### src/design/scalar_kalman_filter_top_macros.svh
// Assertion macros for the scalar Kalman filter.
// Used by the top level; depends on nothing.
`ifndef SCALAR_KALMAN_FILTER_TOP_MACROS_SVH
`define SCALAR_KALMAN_FILTER_TOP_MACROS_SVH
// implication checked on every edge outside reset
`define SKF_ASSERT_IMPL(label, ante, cons, msg) \
	label: assert property (@(posedge clk) disable iff (!arst_n) (ante) |-> (cons)) \
		else $error(msg);
// next-cycle implication
`define SKF_ASSERT_NEXT(label, ante, cons, msg) \
	label: assert property (@(posedge clk) disable iff (!arst_n) (ante) |=> (cons)) \
		else $error(msg);
`endif

### src/design/skf_pkg.sv
// Types, codes and fixed-point helpers for the scalar Kalman filter.
// No dependencies.
package skf_pkg;
	localparam int unsigned QFRAC = 16;

	// register indexes
	localparam logic [1:0] REG_STATE_GAIN   = 2'd0;
	localparam logic [1:0] REG_OBSERVE_GAIN = 2'd1;
	localparam logic [1:0] REG_PROC_NOISE   = 2'd2;
	localparam logic [1:0] REG_MEAS_NOISE   = 2'd3;

	localparam logic signed [31:0] SAT_MAX = 32'sh7FFF_FFFF;
	localparam logic signed [31:0] SAT_MIN = 32'sh8000_0000;

	// multiplier operand selects
	typedef enum logic [3:0] {
		OP_C, OP_A, OP_X, OP_P, OP_MEAS, OP_T0, OP_T1, OP_PP, OP_XP, OP_K, OP_ZERO
	} opsel_t;

	// destination of a step result
	typedef enum logic [3:0] {
		DST_NONE, DST_T0, DST_T1, DST_PP, DST_XP, DST_K, DST_X, DST_P
	} dst_t;

	typedef enum logic [1:0] {
		ALU_MUL, ALU_ADD, ALU_SUB
	} alu_t;

	typedef enum logic [4:0] {
		ST_IDLE,
		ST_P_DIV1, ST_P_WAIT1, ST_P_CC, ST_P_DIV2, ST_P_WAIT2,
		ST_XP, ST_AP, ST_APA, ST_PPQ, ST_CP, ST_CPC, ST_DEN, ST_PC, ST_KDIV, ST_KWAIT,
		ST_CXP, ST_INNOV, ST_KI, ST_XNEW, ST_KC, ST_KCP, ST_PNEW,
		ST_OUT
	} state_t;

	// controller -> datapath
	typedef struct packed {
		logic   load;
		logic   alu_go;
		alu_t   alu;
		opsel_t op_a;
		opsel_t op_b;
		dst_t   dst;
		logic   div_start;
		opsel_t div_n;
		opsel_t div_d;
		dst_t   div_dst;
		logic   div_capture;
		logic   set_primed;
	} skf_cmd_t;

	// datapath -> controller
	typedef struct packed {
		logic primed;
		logic div_busy;
	} skf_sts_t;

	function automatic logic signed [31:0] sat32(input logic signed [65:0] v);
		if (v > 66'(SAT_MAX)) return SAT_MAX;
		if (v < 66'(SAT_MIN)) return SAT_MIN;
		return v[31:0];
	endfunction
endpackage

### src/design/skf_ctrl.sv
// Sequencer for the filter steps; drives the datapath through skf_cmd_t.
// Depends on skf_pkg.
module skf_ctrl
	import skf_pkg::*;
(
	input  logic     clk,
	input  logic     arst_n,
	input  logic     in_valid,
	output logic     in_ready,
	output logic     out_valid,
	input  logic     out_ready,
	input  skf_sts_t sts,
	output skf_cmd_t cmd
);
	state_t state_q, state_d;

	// next state
	always_comb begin
		state_d = state_q;
		unique case (state_q)
			ST_IDLE:    if (in_valid) state_d = sts.primed ? ST_XP : ST_P_DIV1;
			ST_P_DIV1:  state_d = ST_P_WAIT1;
			ST_P_WAIT1: if (!sts.div_busy) state_d = ST_P_CC;
			ST_P_CC:    state_d = ST_P_DIV2;
			ST_P_DIV2:  state_d = ST_P_WAIT2;
			ST_P_WAIT2: if (!sts.div_busy) state_d = ST_OUT;
			ST_XP:      state_d = ST_AP;
			ST_AP:      state_d = ST_APA;
			ST_APA:     state_d = ST_PPQ;
			ST_PPQ:     state_d = ST_CP;
			ST_CP:      state_d = ST_CPC;
			ST_CPC:     state_d = ST_DEN;
			ST_DEN:     state_d = ST_PC;
			ST_PC:      state_d = ST_KDIV;
			ST_KDIV:    state_d = ST_KWAIT;
			ST_KWAIT:   if (!sts.div_busy) state_d = ST_CXP;
			ST_CXP:     state_d = ST_INNOV;
			ST_INNOV:   state_d = ST_KI;
			ST_KI:      state_d = ST_XNEW;
			ST_XNEW:    state_d = ST_KC;
			ST_KC:      state_d = ST_KCP;
			ST_KCP:     state_d = ST_PNEW;
			ST_PNEW:    state_d = ST_OUT;
			ST_OUT:     if (out_ready) state_d = ST_IDLE;
			default:    state_d = ST_IDLE;
		endcase
	end

	always_ff @(posedge clk or negedge arst_n) begin
		if (!arst_n) state_q <= ST_IDLE;
		else         state_q <= state_d;
	end

	// command outputs
	always_comb begin
		cmd = '{load: 1'b0, alu_go: 1'b0, alu: ALU_MUL, op_a: OP_ZERO, op_b: OP_ZERO,
			dst: DST_NONE, div_start: 1'b0, div_n: OP_ZERO, div_d: OP_ZERO,
			div_dst: DST_NONE, div_capture: 1'b0, set_primed: 1'b0};
		in_ready  = (state_q == ST_IDLE);
		out_valid = (state_q == ST_OUT);
		unique case (state_q)
			ST_IDLE: cmd.load = in_valid;
			ST_P_DIV1: begin
				cmd.div_start = 1'b1; cmd.div_n = OP_MEAS; cmd.div_d = OP_C;
			end
			ST_P_WAIT1: begin
				cmd.div_n = OP_MEAS; cmd.div_d = OP_C;
				cmd.div_dst = DST_X; cmd.div_capture = !sts.div_busy;
			end
			ST_P_CC: begin
				cmd.alu_go = 1'b1; cmd.op_a = OP_C; cmd.op_b = OP_C; cmd.dst = DST_T0;
			end
			// numerator OP_ZERO selects R in the datapath
			ST_P_DIV2: begin
				cmd.div_start = 1'b1; cmd.div_n = OP_ZERO; cmd.div_d = OP_T0;
			end
			ST_P_WAIT2: begin
				cmd.div_dst = DST_P; cmd.div_capture = !sts.div_busy;
				cmd.set_primed = !sts.div_busy;
			end
			ST_XP: begin
				cmd.alu_go = 1'b1; cmd.op_a = OP_A; cmd.op_b = OP_X; cmd.dst = DST_XP;
			end
			ST_AP: begin
				cmd.alu_go = 1'b1; cmd.op_a = OP_A; cmd.op_b = OP_P; cmd.dst = DST_T0;
			end
			ST_APA: begin
				cmd.alu_go = 1'b1; cmd.op_a = OP_T0; cmd.op_b = OP_A; cmd.dst = DST_T0;
			end
			ST_PPQ: begin
				cmd.alu_go = 1'b1; cmd.alu = ALU_ADD; cmd.op_a = OP_T0; cmd.dst = DST_PP;
			end
			ST_CP: begin
				cmd.alu_go = 1'b1; cmd.op_a = OP_C; cmd.op_b = OP_PP; cmd.dst = DST_T0;
			end
			ST_CPC: begin
				cmd.alu_go = 1'b1; cmd.op_a = OP_T0; cmd.op_b = OP_C; cmd.dst = DST_T0;
			end
			ST_DEN: begin
				cmd.alu_go = 1'b1; cmd.alu = ALU_ADD; cmd.op_a = OP_T0; cmd.dst = DST_T1;
			end
			ST_PC: begin
				cmd.alu_go = 1'b1; cmd.op_a = OP_PP; cmd.op_b = OP_C; cmd.dst = DST_T0;
			end
			ST_KDIV: begin
				cmd.div_start = 1'b1; cmd.div_n = OP_T0; cmd.div_d = OP_T1;
			end
			ST_KWAIT: begin
				cmd.div_dst = DST_K; cmd.div_capture = !sts.div_busy;
			end
			ST_CXP: begin
				cmd.alu_go = 1'b1; cmd.op_a = OP_C; cmd.op_b = OP_XP; cmd.dst = DST_T0;
			end
			ST_INNOV: begin
				cmd.alu_go = 1'b1; cmd.alu = ALU_SUB; cmd.op_a = OP_MEAS; cmd.op_b = OP_T0;
				cmd.dst = DST_T0;
			end
			ST_KI: begin
				cmd.alu_go = 1'b1; cmd.op_a = OP_K; cmd.op_b = OP_T0; cmd.dst = DST_T0;
			end
			ST_XNEW: begin
				cmd.alu_go = 1'b1; cmd.alu = ALU_ADD; cmd.op_a = OP_XP; cmd.op_b = OP_T0;
				cmd.dst = DST_X;
			end
			ST_KC: begin
				cmd.alu_go = 1'b1; cmd.op_a = OP_K; cmd.op_b = OP_C; cmd.dst = DST_T0;
			end
			ST_KCP: begin
				cmd.alu_go = 1'b1; cmd.op_a = OP_T0; cmd.op_b = OP_PP; cmd.dst = DST_T0;
			end
			ST_PNEW: begin
				cmd.alu_go = 1'b1; cmd.alu = ALU_SUB; cmd.op_a = OP_PP; cmd.op_b = OP_T0;
				cmd.dst = DST_P;
			end
			default: ;
		endcase
	end
endmodule

### config.mk
export PLATFORM = sky130hd
export DESIGN_NAME = skf_ctrl
export DESIGN_NICKNAME = d
export VERILOG_FILES = /design/src/design/scalar_kalman_filter_top_macros.svh /design/src/design/skf_pkg.sv /design/src/design/skf_ctrl.sv
export SDC_FILE = /design/constraint.sdc
export NUM_CORES = 1
export LEC_CHECK = 0
export BUFFER_PORTS_ARGS = -buffer_cell sky130_fd_sc_hd__buf_4
export CAP_MARGIN = 10
export CORE_MARGIN = 8
export CORE_UTILIZATION = 45
export DETAILED_ROUTE_END_ITERATION = 10
export HOLD_SLACK_MARGIN = 0.03
export PLACE_DENSITY = 0.75
export SETUP_SLACK_MARGIN = 0.5
export SYNTH_ARGS = -nofsm -noshare
export SYNTH_HDL_FRONTEND = slang
export SYNTH_SLANG_ARGS = --single-unit
### constraint.sdc
create_clock -name clk -period 2.04 [get_ports clk]
set_clock_uncertainty 0.2 [all_clocks]
set_input_delay 0.306 -clock clk [delete_from_list [all_inputs] [get_ports clk]]
set_output_delay 0.306 -clock clk [all_outputs]
set_load 0.005 [all_outputs]
[Word level (Yosys, flattened, before mapping)]
Index checks and enable logic that the tools add are counted.
Word-level totals
  logic and storage cells: 63
  register bits: 5
  input port bits: 6
Cells by class
  mux-type cells: 17
  eq/ne operators: 28
  reduce and logical (&&, ||, !) cells: 17
Operators with widths (count)
  $pmux 5 s24: 1
  $pmux 4 s7: 2
  $eq 5x4->1 const B: 8
  $eq 5x5->1 const B: 8
  $mux 5: 5
  $pmux 8 s3: 1
  $eq 5x3->1 const B: 4
  $pmux 3 s6: 1
  $reduce_or 16->1: 1
  $pmux 4 s3: 1
  $reduce_or 2->1: 6
  $reduce_or 11->1: 1
  $eq 5x2->1 const B: 2
  $reduce_or 3->1: 3
  $ne 2x2->1 const B: 4
  $reduce_or 4->1: 2
  $eq 5x1->1 const B: 1
  $logic_not 5->1: 1
  $reduce_and 5->1: 1
  $reduce_or 5->1: 1
  $mux 1: 4
  $pmux 2 s2: 1
  $mux 3: 1
  $ne 2x1->1 const B: 1
  $logic_not 1->1: 1

[Depth between registers and ports, before layout]
  depth in word-level cells: 3
  depth in mapped cells: 7
  depth with buffers taken out: 4

[Worst setup path after synthesis]
OpenSTA, ideal clock, no wires.
  path type: register -> output
  start: register state_q[1]
  end: output port cmd[1] (netlist bit)
  setup slack: 137 ps
  required time: 1534 ps
  arrival time: 1397 ps
  cell stages (with the launch flop): 5
  path buffers: 1
  cell sequence: dfrtp_1 buf_6 or4bb_1 a31oi_4 nor2b_1
RTL lines
  from (decl): RTL line skf_ctrl.sv:15  | state_t state_q, state_d;
  from (signal assigned): RTL line skf_ctrl.sv:51  | else state_q <= state_d;
  to (decl): RTL line skf_ctrl.sv:13  | output skf_cmd_t cmd

==> metrics.cfg <==
[cts]
tritoncts=done
cts_inserted_buffers=3
cts_sinks=5
htree_num_levels=1
cts.clk_slew.worst_paths_ps=50
clockRootBuffer=clkbuf_4
clockBufferDepth=2
clock_latency_ps=270

[timing]
finalSetupViolCount=27
min_period_ps=2352
slew_violations=0
setup_tns_ps=-3252
final.period_utilization_pct=115.3
grt_setup_unrepaired=true
fmax_mhz=425.2
hold_violations=0
fin_ws_ps=-312.0

[finish]
nFillCells=113
final_area_um2=1864
layout-drive-gt1-share_pct=56.42
largest_reg_flops=5
nNetsFinal=225
area_growth_pct=84.63
regMostFlops=state_q
antenna_cells=0
top_regs=state_q x5
final_util_pct=85.93

[synthesis]
synth_edf_count=0
yosysSeqAreaShare_pct=12.39
yosysMostFrequentCell=a21oi_1
ys_top_cells_by_count=a21oi_1 (19), nor2_1 (14), o21ai_0 (14)
async_reset_ff_share_pct=100.0
netlist_area_um2=1010
netlist.area_leader.share_pct=12.39
netlist_instances=159
yosysWarningCount=0
yosys.area.top_type=dfrtp_1
synth.distinct_cells=41
avgSynthCellArea_um2=6.350
synthTopCellsByArea=dfrtp_1 (12%), a21oi_1 (9.4%), o21ai_0 (6.9%)
synthFlopType=dfrtp_1
ys_seq_elements=5

[placed_design]
pre_cts_ws_ps=67.45
io_buffers=36
gp_congestion=0.8733
hpwl_um=2547
post_dp_cell_area_um2=1395

[setup_path]
crit_type=register to output port
cp_max_fo=20
cp.required_ps=1530
start_kind=register
arrival_ps=1850
end_kind=output port

[route]
avgViaCountPerCell=6.455
drt-total-wl_um=5017
dr.pass1.iters=5
ant_nets=0
vias=1588
drt_iter0_markers=190
drc_errors=0
wl_per_cell_um=20.39

[min_path]
hp-class=input port to register

[global_routing]
top_usage_layer=met2
grtUsageTotal_pct=20.55
grt_max_degree=21
grt_use_met1_pct=23.99
gr-total-overflow=0
use_met3_pct=4.417
antenna_found_initial=0
grt_pass1_wl_um=7100
met2_usage_pct=35.99
first_global_vias=1491

[pwr]
swShare_pct=48.00
cell_internal_pwr_mw=2.050
cellLeakagePower_nw=0.8301
p_per_area_nw_per_um2=2114
p_total_mw=3.942
p_clk_share_pct=3.5
irDropWorstVdd_uv=1422
seqPwrFrac_pct=5.9
switchingPower_mw=1.892
comb_power_share_pct=90.6

[floorplanning]
die_y_um=63.37
coreArea_um2=2170
die_w_um=63.37
start_util_pct=46.54
rows=17
num_io_pins=39
die_area_um2=4016

[job]
drv_cap=0

[status]
status=finished, violations left
violations=setup timing

## kinds of logic after synthesis
family	count (synthesis)	synth area share [%]
AOI/OAI and AO/OA	55	34.82
xor gates and xnor gates	4	3.469
buffers and inverters	25	12.51
DFF	5	12.39
muxes	3	2.974
other	1	0.3714
and+or+nand+nor	66	33.46
## metal layers
metal  up-vias  part of all wire, %
li1        690                    -
met1       728                   38
met2       134                   46
met3        36                   11
met4         0                  5.2
met5         -                    0
## final cells by class
type / count / area, µm² / area share (%)
repair buffers: 73 / 683.2 / 36.64
repair inverters: 1 / 7.507 / 0.4027
multi-input cells: 130 / 958.4 / 51.41
flip-flops and latches: 5 / 130.1 / 6.980
inverters: 5 / 23.77 / 1.275
well taps: 28 / 35.03 / 1.879
clock buffers: 4 / 26.28 / 1.409
## layout by cell type (no fill, tap or decap), types with 2 or more instances in the layout
cell        Yosys  final
buf_4           3     55
a21oi_1        19     15
nand2_1        13     12
buf_6           2     10
nor2_2          0      6
o21ai_1         0      6
nor3_1          8      6
o21ai_0        14      6
nor2_1         14      6
nand3_2         0      5
nand2b_1        6      5
nor2b_4         0      4
a21oi_2         1      4
dfrtp_2         0      4
xnor2_2         0      3
nand3_1         8      3
nand4_1         3      3
mux2i_1         3      3
clkbuf_4        0      3
inv_1           4      2
nor2_4          0      2
o21ai_2         0      2
a21o_1          2      2
nor2b_1         6      2
o22ai_1         3      2
and3_1          2      2
a22oi_1         2      2
o31ai_2         0      2
clkinvlp_4      0      2
a211oi_1        2      2
o2bb2ai_1       2      2
conb_1          1      2
buf_16          0      2
buf_12          0      2
## metrics by stage
| stage | hold WS, ps | instances |
|---|---|---|
| CTS | 134.6 | 239 |
| global route | 141.9 | 246 |
| detailed placement | -93.02 | 219 |
| finish | 132.2 | 246 |
| global placement | -94.22 | 219 |
| floorplan | -189.6 | 160 |
## repair_timing
action / 4_1_cts / 5_1_grt
buffers inserted: 11 / 7
endpoints found under the hold margin: 5 / 0
resized for setup: 31 / 29
endpoints found under the setup margin: 35 / 35
hold buffers: 1 / 0
pin swaps: 9 / 15
gates cloned: 4 / 0
## power by group through the flow
| stage | Sequential (mW) | Combinational, mW | Clock, mW |
|---|---|---|---|
| 4_1_cts | 0.228 | 3.05 | 0.124 |
| 3_5_place_dp | 0.210 | 2.45 | 0 |
| 2_1_floorplan | 0.178 | 1.57 | 0 |
| 3_3_place_gp | 0.204 | 2.40 | 0 |
| 5_1_grt | 0.236 | 3.75 | 0.146 |
| 6_report | 0.234 | 3.57 | 0.136 |
## critical path, stage by stage (launching register included)
cell	delay [ps]
dfrtp_1	410
buf_6	260
nand2_1	200
nand2b_1	170
o21ai_0	150
a32o_1	250
buf_4	130
## final timing paths
check	cells past startpoint	to	slack (ps)	startpoint
max	6	cmd[21]	-310	state_q[0]
min	2	state_q[4]	130	sts[0]
max reg2reg	9	state_q[0]	-40	state_q[1]
min reg2reg	2	state_q[4]	520	state_q[3]
max in group asynchronous	2	state_q[3]	1360	arst_n
min in group asynchronous	2	state_q[4]	160	arst_n
Note: power is estimated with default switching activity, not from simulation.
